<file path="src/rtl/nplw_pkg.sv">
// ----------------------------------------------------------------------------
// nplw_pkg
// Shared types and constants for the nonconvex penalty LLA weight block.
// ----------------------------------------------------------------------------
`default_nettype none
package nplw_pkg;
  localparam int unsigned AccW = 48;
  localparam int unsigned ValW = 32;

  typedef enum logic [1:0] {
    MODE_L1   = 2'd0,
    MODE_MCP  = 2'd1,
    MODE_SCAD = 2'd2,
    MODE_RSVD = 2'd3
  } mode_e;

  typedef enum logic [1:0] {
    REG_MODE   = 2'd0,
    REG_LAMBDA = 2'd1,
    REG_GAMMA  = 2'd2
  } reg_e;

  typedef struct packed {
    logic [31:0] coefficient;
    logic        last_item;
  } in_t;

  typedef struct packed {
    logic [31:0] weight;
    logic [31:0] pen_value;
    logic [47:0] penalty_total;
    logic [47:0] weighted_total;
    logic [47:0] tangent_total;
    logic        overflow_flag;
    logic        config_invalid;
    logic        last_result;
  } out_t;

  // Per-item work handed from the front to the back.
  typedef struct packed {
    logic [31:0] mag;
    logic [31:0] weight;
    logic [31:0] value;
    logic        sat;
    logic        invalid;
    logic        last;
  } item_t;

  typedef enum logic [2:0] {
    F_IDLE, F_DIV, F_MUL1, F_MUL2, F_PUSH
  } fstate_e;

  typedef enum logic [1:0] {
    B_IDLE, B_MUL, B_ACC, B_OUT
  } bstate_e;
endpackage
`default_nettype wire

</file>
<file path="src/rtl/nplw_queue.sv">
// ----------------------------------------------------------------------------
// nplw_queue
// Two-entry queue between front and back.
// ----------------------------------------------------------------------------
`default_nettype none
module nplw_queue (
  input  wire logic            clk_i,
  input  wire logic            rst_ni,
  input  wire nplw_pkg::item_t wr_data_i,
  input  wire logic            wr_i,
  output logic                 full_o,
  output nplw_pkg::item_t      rd_data_o,
  output logic                 empty_o,
  input  wire logic            rd_i
);
  nplw_pkg::item_t mem_q [2];
  logic wp_q, rp_q;
  logic [1:0] cnt_q;
  assign full_o = cnt_q == 2'd2;
  assign empty_o = cnt_q == 2'd0;
  assign rd_data_o = mem_q[rp_q];
  always_ff @(posedge clk_i) if (wr_i) mem_q[wp_q] <= wr_data_i;
  always_ff @(posedge clk_i or negedge rst_ni) begin
    if (!rst_ni) begin
      wp_q <= 1'b0; rp_q <= 1'b0; cnt_q <= 2'd0;
    end else begin
      if (wr_i) wp_q <= ~wp_q;
      if (rd_i) rp_q <= ~rp_q;
      cnt_q <= cnt_q + {1'b0, wr_i} - {1'b0, rd_i};
    end
  end
endmodule
`default_nettype wire

</file>
<file path="config.mk">
export PLATFORM = sky130hd
export DESIGN_NAME = nplw_queue
export DESIGN_NICKNAME = d
export VERILOG_FILES = /design/src/rtl/nplw_pkg.sv /design/src/rtl/nplw_queue.sv
export SDC_FILE = /design/constraint.sdc
export NUM_CORES = 1
export LEC_CHECK = 0
export BUFFER_PORTS_ARGS = -buffer_cell sky130_fd_sc_hd__clkbuf_2
export CAP_MARGIN = 20
export CORE_MARGIN = 2
export CORE_UTILIZATION = 53
export DETAILED_ROUTE_END_ITERATION = 8
export GPL_ROUTABILITY_DRIVEN = 1
export PLACE_DENSITY = 0.81
export SYNTH_ARGS = -nofsm -noshare
export SYNTH_HDL_FRONTEND = slang
export SYNTH_SLANG_ARGS = --single-unit
</file>
<file path="constraint.sdc">
create_clock -name clk_i -period 6.5 [get_ports clk_i]
set_input_delay 1.3 -clock clk_i [delete_from_list [all_inputs] [get_ports clk_i]]
set_output_delay 1.3 -clock clk_i [all_outputs]
set_load 0.01 [all_outputs]
</file>
* Word level (Yosys, flattened, before mapping)
Memory sizes are Yosys's and may differ from the RTL's.
Cells that the tools add are included.
** Storage, ports and cells
- Bits in registers :: 4
- Memories :: 1
- Bits in latches :: 0
- Bits in read-only memories :: 0
- Output and inout bits :: 101
- Input port bits :: 103
- Memory bits (writable) :: 198
- Word-level logic and storage cells :: 12
** Cells by class
- Div/mod/pow operators :: 0
- Magnitude comparators :: 0
- Reductions and logical operators :: 1
- Bitwise gates (word level) :: 2
- Multiply operators :: 0
- Add/subtract/negate cells :: 2
- Muxes and demuxes :: 2
- Shifts and indexed selects :: 0
- Equal/unequal tests :: 1
** Memory list
- mem_q :: depth 2, width 99, read ports 1, clocked after Yosys merged registers in 0, write ports 1, RTL line nplw_queue.sv:16 : nplw_pkg::item_t mem_q [2];
** Operators by type and width (number)
- adder 2 x 1 -> 2 bit :: 1
- == test 2 bit (second input constant) :: 1
- logical NOT 2 bit :: 1
- 2-to-1 mux 1 bit :: 2
- inverter 1 bit :: 2
- subtractor 2 x 1 -> 2 bit :: 1

* Depth between registers and ports, before layout
- Word-level depth :: 2
- Depth in mapped cells :: 5
- Mapped depth without buffers :: 5

* Worst setup path before layout
Ideal clock, no wire load.
- Path type :: in2reg
- Start point :: input wr_i
- End point :: memory mem_q[0][0] (netlist bit) (enable)
- Buffers on the path :: 0
- Required time :: 5.931 ns
- Stages on the path :: 1
- Library setup time :: 0.569 ns
- Data arrival time :: 5.609 ns
- Setup slack :: 0.321 ns
- Cell sequence :: nor2b_1
** On the way
- Cells in the longest elaborated chain, start to end :: 2
** Ends and longest elaborated chain
- from (decl) :: RTL line nplw_queue.sv:10 : input wire logic wr_i,
- 2-to-1 mux 1 bit :: RTL line nplw_queue.sv:22 : always_ff @(posedge clk_i) if (wr_i) mem_q[wp_q] <= wr_data_i;
- 2-to-1 mux 1 bit (implied by the code) :: RTL line nplw_queue.sv:22
- to (decl) :: RTL line nplw_queue.sv:16
No other way between the ends.

==> results.toml <==
[worst_setup_path]
reg2reg_slack_ns = 4.32
cp_data_arrival_time_ns = 2.78
path_class = "flop to output pin"
startpoint_type = "flop"
cp-end-kind = "output pin"
cp_max_fo = 50
required_ns = 5.20

[clock_network]
root_buffer = "clkbuf_16"
cts_tree = "yes"
cts.sinks = 202
ctsHoldBuffers = 0
cts_buffers = 21
cts_resized = 0
clockBufferDepth = 3
post-cts-setup-buffer-count = 0
clk_latency_ns = 0.48
cts_max_level = 1
clk_pin_slew_ns = 0.06

[detailed_routing]
first_pass_iters = 4
drc = 0
routedWlPerCell_um = 17.5
routed_wl_mm = 13.0
avgViaCountPerCell = 5.01
first_iter_violations = 210
ant_nets = 0
vias = 3705

[global_routing]
grt_pass1_vias = 3754
antenna_found_initial = 0
grt_max_degree = 53
grtUsageTotal_pct = 15.8
grt_pass1_wl_mm = 19.5
grt_overflow = 0

[placement]
gp_congestion = 0.788
placedCellCount = 704
io_buffers = 203
place_hpwl_mm = 8.72
place_area_um2 = 8930
dp_slack_ns = 2.91

[sta]
holdWs_ns = 0.563
tns_ns = 0
worst_slack_ns = 2.42
fmax_ghz = 0.245
grt_setup_unrepaired = "no"
finalSetupViolations = 0
relSlewSlack_pct = 37.7
worstMarginPinSlew_ns = 0.935
skew_ns = 0.00623
finalCritPeriodShare_pct = 62.7
drv_slew = 0
fin_crit_ns = 4.08
hold_viol = 0

[power_and_ir_drop]
p_leak_nw = 3.95
ir_worst_vdd_uv = 281
power_density_nw_per_um2 = 437
p_total_mw = 4.16

[yosys]
synthTopCellsByArea = "edfxtp_1, mux2_4, buf_12, dfrtp_1, ha_1"
ys_seq_elements = 202
synth.distinct_cells = 12
seq_area_frac_synth_pct = 77.1
synth_nets = 428
netlist.area_leader.share_pct = 75.8
synthesis.area_um2 = 7840
yosysTopAreaCell = "edfxtp_1"
syn_inst = 323
synth.avg_cell_area_um2 = 24.3
yosys_warnings = 0

[die]
die_w_um = 126
dieArea_um2 = 15800
start_util_pct = 54.1
die_h_um = 126
coreArea_um2 = 14500
ios = 204
rows = 44

[layout]
final_nets = 648
synthToLayoutAreaGrowth_pct = 21.5
stdcell_count = 740
final_area_um2 = 9520
antennaDiodeCount = 0
fin_util_pct = 65.8
drive_above_1_share_pct = 60.8

[outcome]
status = "finished, final reports clean"

[worst_hold_path]
hold_class = "flop to flop"

[run]
maxCapViolCount = 0
==> worst max-delay path, stage by stage (launching register included) <==
cell and delay [ns]:
dfrtp_4 1.02, buf_4 0.71, mux2_4 0.36, clkbuf_2 0.13
==> layout by cell type (no fill, tap or decap) <==
| master | netlist | final |
|---|---|---|
| inv_8 | 0 | 1 |
| dfrtp_1 | 4 | 3 |
| ha_1 | 2 | 2 |
| mux2_4 | 99 | 99 |
| edfxtp_1 | 198 | 198 |
| clkbuf_2 | 0 | 203 |
| xor2_1 | 2 | 2 |
| nor2b_1 | 2 | 1 |
| clkinv_1 | 0 | 6 |
| clkinv_2 | 0 | 6 |
| nor2b_4 | 0 | 1 |
| dfrtp_4 | 0 | 1 |
| inv_1 | 2 | 2 |
| nor2_1 | 1 | 1 |
| and2_4 | 0 | 1 |
| buf_4 | 0 | 5 |
| xor3_1 | 1 | 1 |
| clkbuf_16 | 0 | 21 |
| clkbuf_1 | 0 | 2 |
==> where the power goes <==
group | internal, mW | total, mW | switching (mW)
Combinational | 0.674 | 1.25 | 0.572
Sequential | 1.73 | 1.88 | 0.149
Clock | 0.590 | 1.03 | 0.440
==> per-layer routing <==
| layer | global-route usage (%) | vias up | routed length [um] |
|---|---|---|---|
| li1 | - | 1726 | - |
| met1 | 18.1 | 1833 | 4710 |
| met2 | 29.1 | 126 | 7110 |
| met3 | 3.87 | 20 | 855 |
| met4 | 5.56 | 0 | 278 |
| met5 | 0 | - | 0 |
==> cell families after synthesis <==
group	Yosys count	share of synthesized area, %
xor+xnor	3	0.527
fa+ha+maj	2	0.319
buf+inv	13	2.79
flops	202	77.1
mux	99	19.0
simple gates	4	0.287
==> worst paths after layout <==
| path | startpoint | endpoint | depth (start not counted) |
|---|---|---|---|
| max reg2reg | wp_q | mem_q[0][18] | 3 |
| min | wp_q | wp_q | 1 |
| min in group asynchronous | rst_ni | cnt_q[1] | 1 |
| max in group asynchronous | rst_ni | rp_q | 1 |
| min reg2reg | wp_q | wp_q | 1 |
| max | rp_q | rd_data_o[47] | 3 |
==> Yosys cell counts <==
master and n:
and2_1 1, buf_12 10, buf_6 1, dfrtp_1 4, edfxtp_1 198, ha_1 2
inv_1 2, mux2_4 99, nor2_1 1, nor2b_1 2, xor2_1 2, xor3_1 1
==> sequential cells by signal, indices dropped and copies added, names as in the netlist <==
name / count
mem_q: 198
cnt_q: 2
rp_q: 1
wp_q: 1
==> cell type report <==
cell class,count,area (um2)
well taps,184,230
fillers,978,4960
clock buffers,23,533
repair buffers,208,1050
multi-input cells,108,1590
clock inverters,13,63.8
flip-flops and latches,202,6050
inverters,2,7.51
Power figures use the tool's default switching activity.
