--- src/rtl/nplw_pkg.sv ---
// ----------------------------------------------------------------------------
// nplw_pkg
// Shared types and constants for the nonconvex penalty LLA weight block.
// ----------------------------------------------------------------------------
`default_nettype none
package nplw_pkg;
  localparam int unsigned AccW = 48;
  localparam int unsigned ValW = 32;

  typedef enum logic [1:0] {
    MODE_L1   = 2'd0,
    MODE_MCP  = 2'd1,
    MODE_SCAD = 2'd2,
    MODE_RSVD = 2'd3
  } mode_e;

  typedef enum logic [1:0] {
    REG_MODE   = 2'd0,
    REG_LAMBDA = 2'd1,
    REG_GAMMA  = 2'd2
  } reg_e;

  typedef struct packed {
    logic [31:0] coefficient;
    logic        last_item;
  } in_t;

  typedef struct packed {
    logic [31:0] weight;
    logic [31:0] pen_value;
    logic [47:0] penalty_total;
    logic [47:0] weighted_total;
    logic [47:0] tangent_total;
    logic        overflow_flag;
    logic        config_invalid;
    logic        last_result;
  } out_t;

  // Per-item work handed from the front to the back.
  typedef struct packed {
    logic [31:0] mag;
    logic [31:0] weight;
    logic [31:0] value;
    logic        sat;
    logic        invalid;
    logic        last;
  } item_t;

  typedef enum logic [2:0] {
    F_IDLE, F_DIV, F_MUL1, F_MUL2, F_PUSH
  } fstate_e;

  typedef enum logic [1:0] {
    B_IDLE, B_MUL, B_ACC, B_OUT
  } bstate_e;
endpackage
`default_nettype wire

--- src/rtl/nplw_back.sv ---
// ----------------------------------------------------------------------------
// nplw_back
// Weighted term, saturating sums and result register.
// ----------------------------------------------------------------------------
`default_nettype none
module nplw_back (
  input  wire logic            clk_i,
  input  wire logic            rst_ni,
  input  wire nplw_pkg::item_t item_i,
  input  wire logic            empty_i,
  output logic                 rd_o,
  output nplw_pkg::out_t       out_data_o,
  output logic                 out_valid_o,
  input  wire logic            out_stall_i
);
  localparam logic [47:0] AccMax = {48{1'b1}};
  nplw_pkg::bstate_e st_q, st_d;
  nplw_pkg::item_t it_q;
  logic [63:0] wa_q;
  logic [47:0] pacc_q, wacc_q, tacc_q;
  logic        seen_q;
  nplw_pkg::out_t res_q;

  always_comb begin
    st_d = st_q; rd_o = 1'b0;
    unique case (st_q)
      nplw_pkg::B_IDLE: if (!empty_i) begin rd_o = 1'b1; st_d = nplw_pkg::B_MUL; end
      nplw_pkg::B_MUL: st_d = nplw_pkg::B_ACC;
      nplw_pkg::B_ACC: st_d = nplw_pkg::B_OUT;
      nplw_pkg::B_OUT: if (!out_stall_i) st_d = nplw_pkg::B_IDLE;
      default: st_d = nplw_pkg::B_IDLE;
    endcase
  end
  assign out_valid_o = st_q == nplw_pkg::B_OUT;
  assign out_data_o = res_q;

  logic [63:0] wm;
  assign wm = {32'd0, it_q.weight} * {32'd0, it_q.mag};

  logic [48:0] ps, ws;
  logic signed [49:0] ts;
  logic [47:0] wa48, pn, wn, tn;
  logic s;
  always_comb begin
    s = it_q.sat | (|wa_q[63:48]);
    wa48 = (|wa_q[63:48]) ? AccMax : wa_q[47:0];
    ps = {1'b0, pacc_q} + {17'd0, it_q.value};
    ws = {1'b0, wacc_q} + {1'b0, wa48};
    ts = $signed({{2{tacc_q[47]}}, tacc_q}) + $signed({18'd0, it_q.value})
         - $signed({2'b00, wa48});
    pn = ps[48] ? AccMax : ps[47:0];
    wn = ws[48] ? AccMax : ws[47:0];
    tn = ts[49:47] == 3'b000 || ts[49:47] == 3'b111 ? ts[47:0] :
         (ts[49] ? {1'b1, 47'd0} : {1'b0, {47{1'b1}}});
    s = s | ps[48] | ws[48] | !(ts[49:47] == 3'b000 || ts[49:47] == 3'b111);
  end

  always_ff @(posedge clk_i or negedge rst_ni) begin
    if (!rst_ni) begin
      st_q <= nplw_pkg::B_IDLE;
      pacc_q <= '0; wacc_q <= '0; tacc_q <= '0; seen_q <= 1'b0;
    end else begin
      st_q <= st_d;
      if (st_q == nplw_pkg::B_ACC) begin
        if (it_q.last) begin
          pacc_q <= '0; wacc_q <= '0; tacc_q <= '0; seen_q <= 1'b0;
        end else begin
          pacc_q <= pn; wacc_q <= wn; tacc_q <= tn; seen_q <= seen_q | s;
        end
      end
    end
  end

  always_ff @(posedge clk_i) begin
    if (rd_o) it_q <= item_i;
    if (st_q == nplw_pkg::B_MUL) wa_q <= wm >> 16;
    if (st_q == nplw_pkg::B_ACC) begin
      res_q.weight <= it_q.weight;
      res_q.pen_value <= it_q.value;
      res_q.penalty_total <= pn;
      res_q.weighted_total <= wn;
      res_q.tangent_total <= tn;
      res_q.overflow_flag <= seen_q | s;
      res_q.config_invalid <= it_q.invalid;
      res_q.last_result <= it_q.last;
    end
  end
endmodule
`default_nettype wire

--- config.mk ---
export PLATFORM = sky130hd
export DESIGN_NAME = nplw_back
export DESIGN_NICKNAME = d
export VERILOG_FILES = /design/src/rtl/nplw_pkg.sv /design/src/rtl/nplw_back.sv
export SDC_FILE = /design/constraint.sdc
export NUM_CORES = 2
export LEC_CHECK = 0
export BUFFER_PORTS_ARGS = -buffer_cell sky130_fd_sc_hd__buf_2
export CAP_MARGIN = 20
export CORE_MARGIN = 5
export CORE_UTILIZATION = 40
export CTS_CLUSTER_SIZE = 40
export DETAILED_ROUTE_END_ITERATION = 7
export GPL_TIMING_DRIVEN = 0
export SYNTH_ARGS = -nofsm -noshare
export SYNTH_HDL_FRONTEND = slang
export SYNTH_SLANG_ARGS = --single-unit
--- constraint.sdc ---
create_clock -name clk_i -period 9.9 [get_ports clk_i]
set_input_delay 0.495 -clock clk_i [delete_from_list [all_inputs] [get_ports clk_i]]
set_output_delay 0.495 -clock clk_i [all_outputs]
set_load 0.02 [all_outputs]
# Word-level counts from Yosys, hierarchy flattened
# Index checks and enable logic that the tools add are counted.
dict set report totals {
  register_bits 505
  inputBits 103
  out_inout_bits 213
  wordCells 53
}
dict set report op_classes {
  addsub 4
  multipliers 1
  n_eq_ne 6
  mux 13
  bitwise_logic 4
  n_reduce_logical 5
}
# op count
set op_table {}
lappend op_table {{2-to-1 mux 48 bit} 7}
lappend op_table {{multiplier 32 x 32 -> 64 bit} 1}
lappend op_table {{subtractor 49 x 49 -> 50 bit} 1}
lappend op_table {{adder 48 x 32 -> 49 bit} 1}
lappend op_table {{adder 48 x 33 -> 49 bit} 1}
lappend op_table {{adder 48 x 48 -> 49 bit} 1}
lappend op_table {{case mux 2 bit (4 select lines)} 1}
lappend op_table {{== test 2 bit, second input constant} 2}
lappend op_table {{2-to-1 mux 2 bit} 2}
lappend op_table {{!= test 2 bit, second input constant} 2}
lappend op_table {{bitwise OR 1 bit} 4}
lappend op_table {{== test 3 bit, second input constant} 1}
lappend op_table {{logical NOT 3 bit} 1}
lappend op_table {{2-to-1 mux 1 bit} 3}
lappend op_table {{== test 2 x 1 -> 1 bit, second input constant} 1}
lappend op_table {{logical NOT 2 bit} 1}
lappend op_table {{AND reduction 2 bit} 1}
lappend op_table {{logical NOT 1 bit} 1}
lappend op_table {{logical OR 1 bit} 1}

# Longest topological paths before layout
dict set report depth {
  depth_word 8
  mapped_depth 28
  ltp_nobuf 26
}

# Worst setup path before layout
# No wires, ideal clock.
dict set report synth_path {
  path_type {flip-flop to flip-flop}
  from {register st_q[0]}
  to {register pacc_q[14]}
  setup_time_ns 0.066
  arrival_time_ns 8.145
  required_time_ns 9.834
  slack_ns 1.688
  path_stages_with_launch 8
  n_path_buf 2
  period_less_slack_ns 8.212
  cell_sequence {dfrtp_1 inv_1 ha_1 clkinv_1 nor2_1 clkbuf_1 clkbuf_1 a22o_1}
}
dict set report synth_via {
  elab_chain_cells 1
}
# item line_no
set synth_rtl {}
lappend synth_rtl {{start: declaration} nplw_back.sv:17} ;# nplw_pkg::bstate_e st_q, st_d;
lappend synth_rtl {{start signal: assignment} nplw_back.sv:60} ;# st_q <= nplw_pkg::B_IDLE;
lappend synth_rtl {{start signal: assignment} nplw_back.sv:63} ;# st_q <= st_d;
lappend synth_rtl {{== test 2 bit} nplw_back.sv:64} ;# if (st_q == nplw_pkg::B_ACC) begin
lappend synth_rtl {{end signal: assignment} nplw_back.sv:68} ;# pacc_q <= pn; wacc_q <= wn; tacc_q <= tn; seen_q <= seen_q | s;
lappend synth_rtl {{end: declaration} nplw_back.sv:20} ;# logic [47:0] pacc_q, wacc_q, tacc_q;
# No other way between the ends.
# A chain may end at the register's enable or synchronous reset.

# Final worst setup path
dict set report layout_path {
  from {register it_q[40] in the netlist's numbering}
  to {register wa_q[46], data pin}
}
dict set report layout_via {
  elab_chain_cells 1
}
# item line_no
set layout_rtl {}
lappend layout_rtl {{start: declaration} nplw_back.sv:18} ;# nplw_pkg::item_t it_q;
lappend layout_rtl {{start signal: assignment} nplw_back.sv:75} ;# if (rd_o) it_q <= item_i;
lappend layout_rtl {{multiplier 32 x 32 -> 64 bit} nplw_back.sv:38} ;# assign wm = {32'd0, it_q.weight} * {32'd0, it_q.mag};
lappend layout_rtl {{named net wm[62]} nplw_back.sv:37} ;# logic [63:0] wm;
lappend layout_rtl {{end signal: assignment} nplw_back.sv:76} ;# if (st_q == nplw_pkg::B_MUL) wa_q <= wm >> 16;
lappend layout_rtl {{end: declaration} nplw_back.sv:19} ;# logic [63:0] wa_q;
# The timed path passes the listed nets, and every way through them passes these cells.

==> impl_metrics.toml <==
[status]
status = "finished clean"

[cts]
cts.sinks = 505
cts_tree = "done"
htree_levels = 2
cts_made_buffers = 60
root_buffer = "clkbuf_16"
worstSkewPairLatency_ps = 700
post-cts-setup-buffers = 0
clk_path_buf_depth = 3
clk_pin_slew_ps = 70
cts_resized = 0

[layout]
area_growth_pct = 12.5
register_area_sq_um = 14400
layout.nets = 7791
layout-drive-gt1-share_pct = 8.27
multiInputGateArea_sq_um = 39400
nFillCells = 14100

[worst_setup_path]
end_kind = "flip-flop"
critPathMaxStageDelay_ps = 910
worst_path_dominant_cell_family = "adder cells"
critPathBufInv = 6
worstSetupStartpointType = "flip-flop"
worst_ep_arrival_time_ps = 9860
cp.required_ps = 10340
slowest_stage = "edfxtp_1"
crit_type = "reg -> reg"
crit_path_max_fanout = 10
path_common_cell = "fa_1"

[sta]
slew_viol_final = 0
rsz0062_at_grt = "no"
fin_crit_sh_pct = 95.2
fin_crit_ps = 9420
final.setup.tns_ps = 0
relSlewSlack_pct = 16.5
clock.fmax_ghz = 0.106
fin_worst_skew_ps = 57.1
worst_pin_slew_ps = 1250
final-setup-viol-count = 0
setup_ws_ps = 476
finalHoldViolCount = 0

[synthesis]
ys.warnings.count = 0
synth_ff_type = "edfxtp_1"
syn_inst = 5854
ys_ff_latch = 505
ys_async_sr_fraction_pct = 29.1
synth_cell_type_count = 78
synth_area_sq_um = 59100
yosysSeqAreaShare_pct = 24.4
synth_edf_count = 358
syn_avg_cell_area_sq_um = 10.1
synth_nets = 7297

[min_path]
worstHoldPathType = "in -> reg"

[routing]
antenna_left = 0
drtPass1Iterations = 6
wl_per_cell_microns = 24.2
routed_wl_mm = 201
drc = 0
vias = 44400
first_iter_violations = 3239
vias_per_cell = 5.33

[floorplan]
dieArea_sq_um = 156000
rows = 141
io_pins = 316
die_w_microns = 394
coreArea_sq_um = 147000
die_h_microns = 394
initial_utilization_pct = 40.1

[global_routing]
busiest_layer = "met2"
use_met2_pct = 42.1
first_global_vias = 46500
grtUsageTotal_pct = 25.7
grt_max_degree = 77
grt_pass1_wl_mm = 300
grt_util_met3_pct = 4.61
grtUsageMet1_pct = 34.1
gr-total-overflow = 0
antenna_found_initial = 12

[placed_design]
port_buffers = 315
hpwl_mm = 166
dp_slack_ps = 464
finalWeightedCongestion = 0.982

[flow_run]
max_cap_viol_count = 0
[cells by family after synthesis]
kind of cell,share of synthesized area [%]
flops,24.4
xor+xnor,2.56
fa+ha+maj,40.1
simple gates,13.6
buf+inv,9.03
compound gates,10.2
mux,0.0910
[area by class of cell]
type / instances / area share [%]
sequential: 505 / 21.7
timing repair buffer: 432 / 4.36
antenna: 5 / 0.0188
clock buffer: 72 / 2.37
clock inverter: 40 / 0.662
multi-input combinational: 3947 / 59.2
tap: 1930 / 3.63
buffer: 315 / 1.89
inverter: 1087 / 6.14
[registers in the layout, summed over array words and instances (netlist names)]
name / count
wa_q: 48
it_q: 99
wacc_q: 48
pacc_q: 48
out_data_o: 211
tacc_q: 48
st_q: 2
seen_q: 1
[Yosys cell counts (all sizes together) (5+ instances only)]
master,n,share of area (%)
a21oi,230,2.0
xnor2,100,1.5
nand3,42,0.36
nor4,7,0.074
inv,1086,6.9
nor2b,15,0.16
a211oi,20,0.25
a21o,115,1.5
nand2b,28,0.31
xor2,73,1.1
o21bai,36,0.46
o31a,5,0.074
nand4,55,0.61
clkbuf,293,1.9
ha,411,8.7
fa,929,31
edfxtp,358,18
o221ai,49,1.2
a2111oi,5,0.074
nor3,30,0.26
o21ai,176,1.5
a31oi,24,0.28
nor2,91,0.58
a22o,79,1.2
o31ai,14,0.18
or3,5,0.053
a21boi,8,0.10
nand2,610,3.9
and4,9,0.13
a221oi,6,0.089
or2,8,0.085
and3,25,0.26
dfrtp,147,6.2
and2,636,6.7
a31o,6,0.089
buf,22,0.27
o41ai,5,0.12
o21a,26,0.34
o211ai,13,0.17
[worst paths after layout]
check	from	endpoint	slack, ps	cells after the start
max in group asynchronous	rst_ni	pacc_q[6]	8640	3
min in group asynchronous	rst_ni	tacc_q[34]	370	2
setup reg to reg	it_q[40]	wa_q[46]	480	26
hold reg to reg	it_q[1]	out_data_o[1]	420	0
setup / recovery	it_q[40]	wa_q[46]	480	26
hold / removal	item_i[2]	it_q[2]	50	1
[layer usage]
layer / routed length, microns / up-vias
met4: 9630 / 2
met2: 92900 / 1845
met1: 82800 / 22500
met3: 16000 / 415
met5: 12 / -
li1: - / 19600
[what timing repair did]
item,in CTS,in global routing
hold buffers,99,0
setup endpoints to repair,0,0
hold endpoints to repair,169,0
[layout by cell type (no fill, tap or decap), types with 100 or more instances in the layout]
master,count
dfrtp_1,147
ha_1,409
clkbuf_1,302
fa_1,929
a21oi_1,229
nand2_1,610
buf_2,324
edfxtp_1,358
xnor2_1,100
and2_1,634
a21o_1,115
inv_1,1086
o21ai_0,166
[through the flow]
stage | std cells | hold WS, ps | util (%) | area, sq um
after CTS | 8326 | 0.00594 | 45.1 | 66500
after detailed placement | 8115 | 407 | 43.1 | 63500
final | 8333 | 51.3 | 45.1 | 66500
after floorplan | 5854 | 199 | - | 59100
after global routing | 8328 | 12.3 | 45.1 | 66500
after global placement | 8099 | 401 | 42.9 | 63100
Power is left out: the tool's default activity adds up to more than one toggle a clock period on the data nets, which glitch-free logic cannot reach.
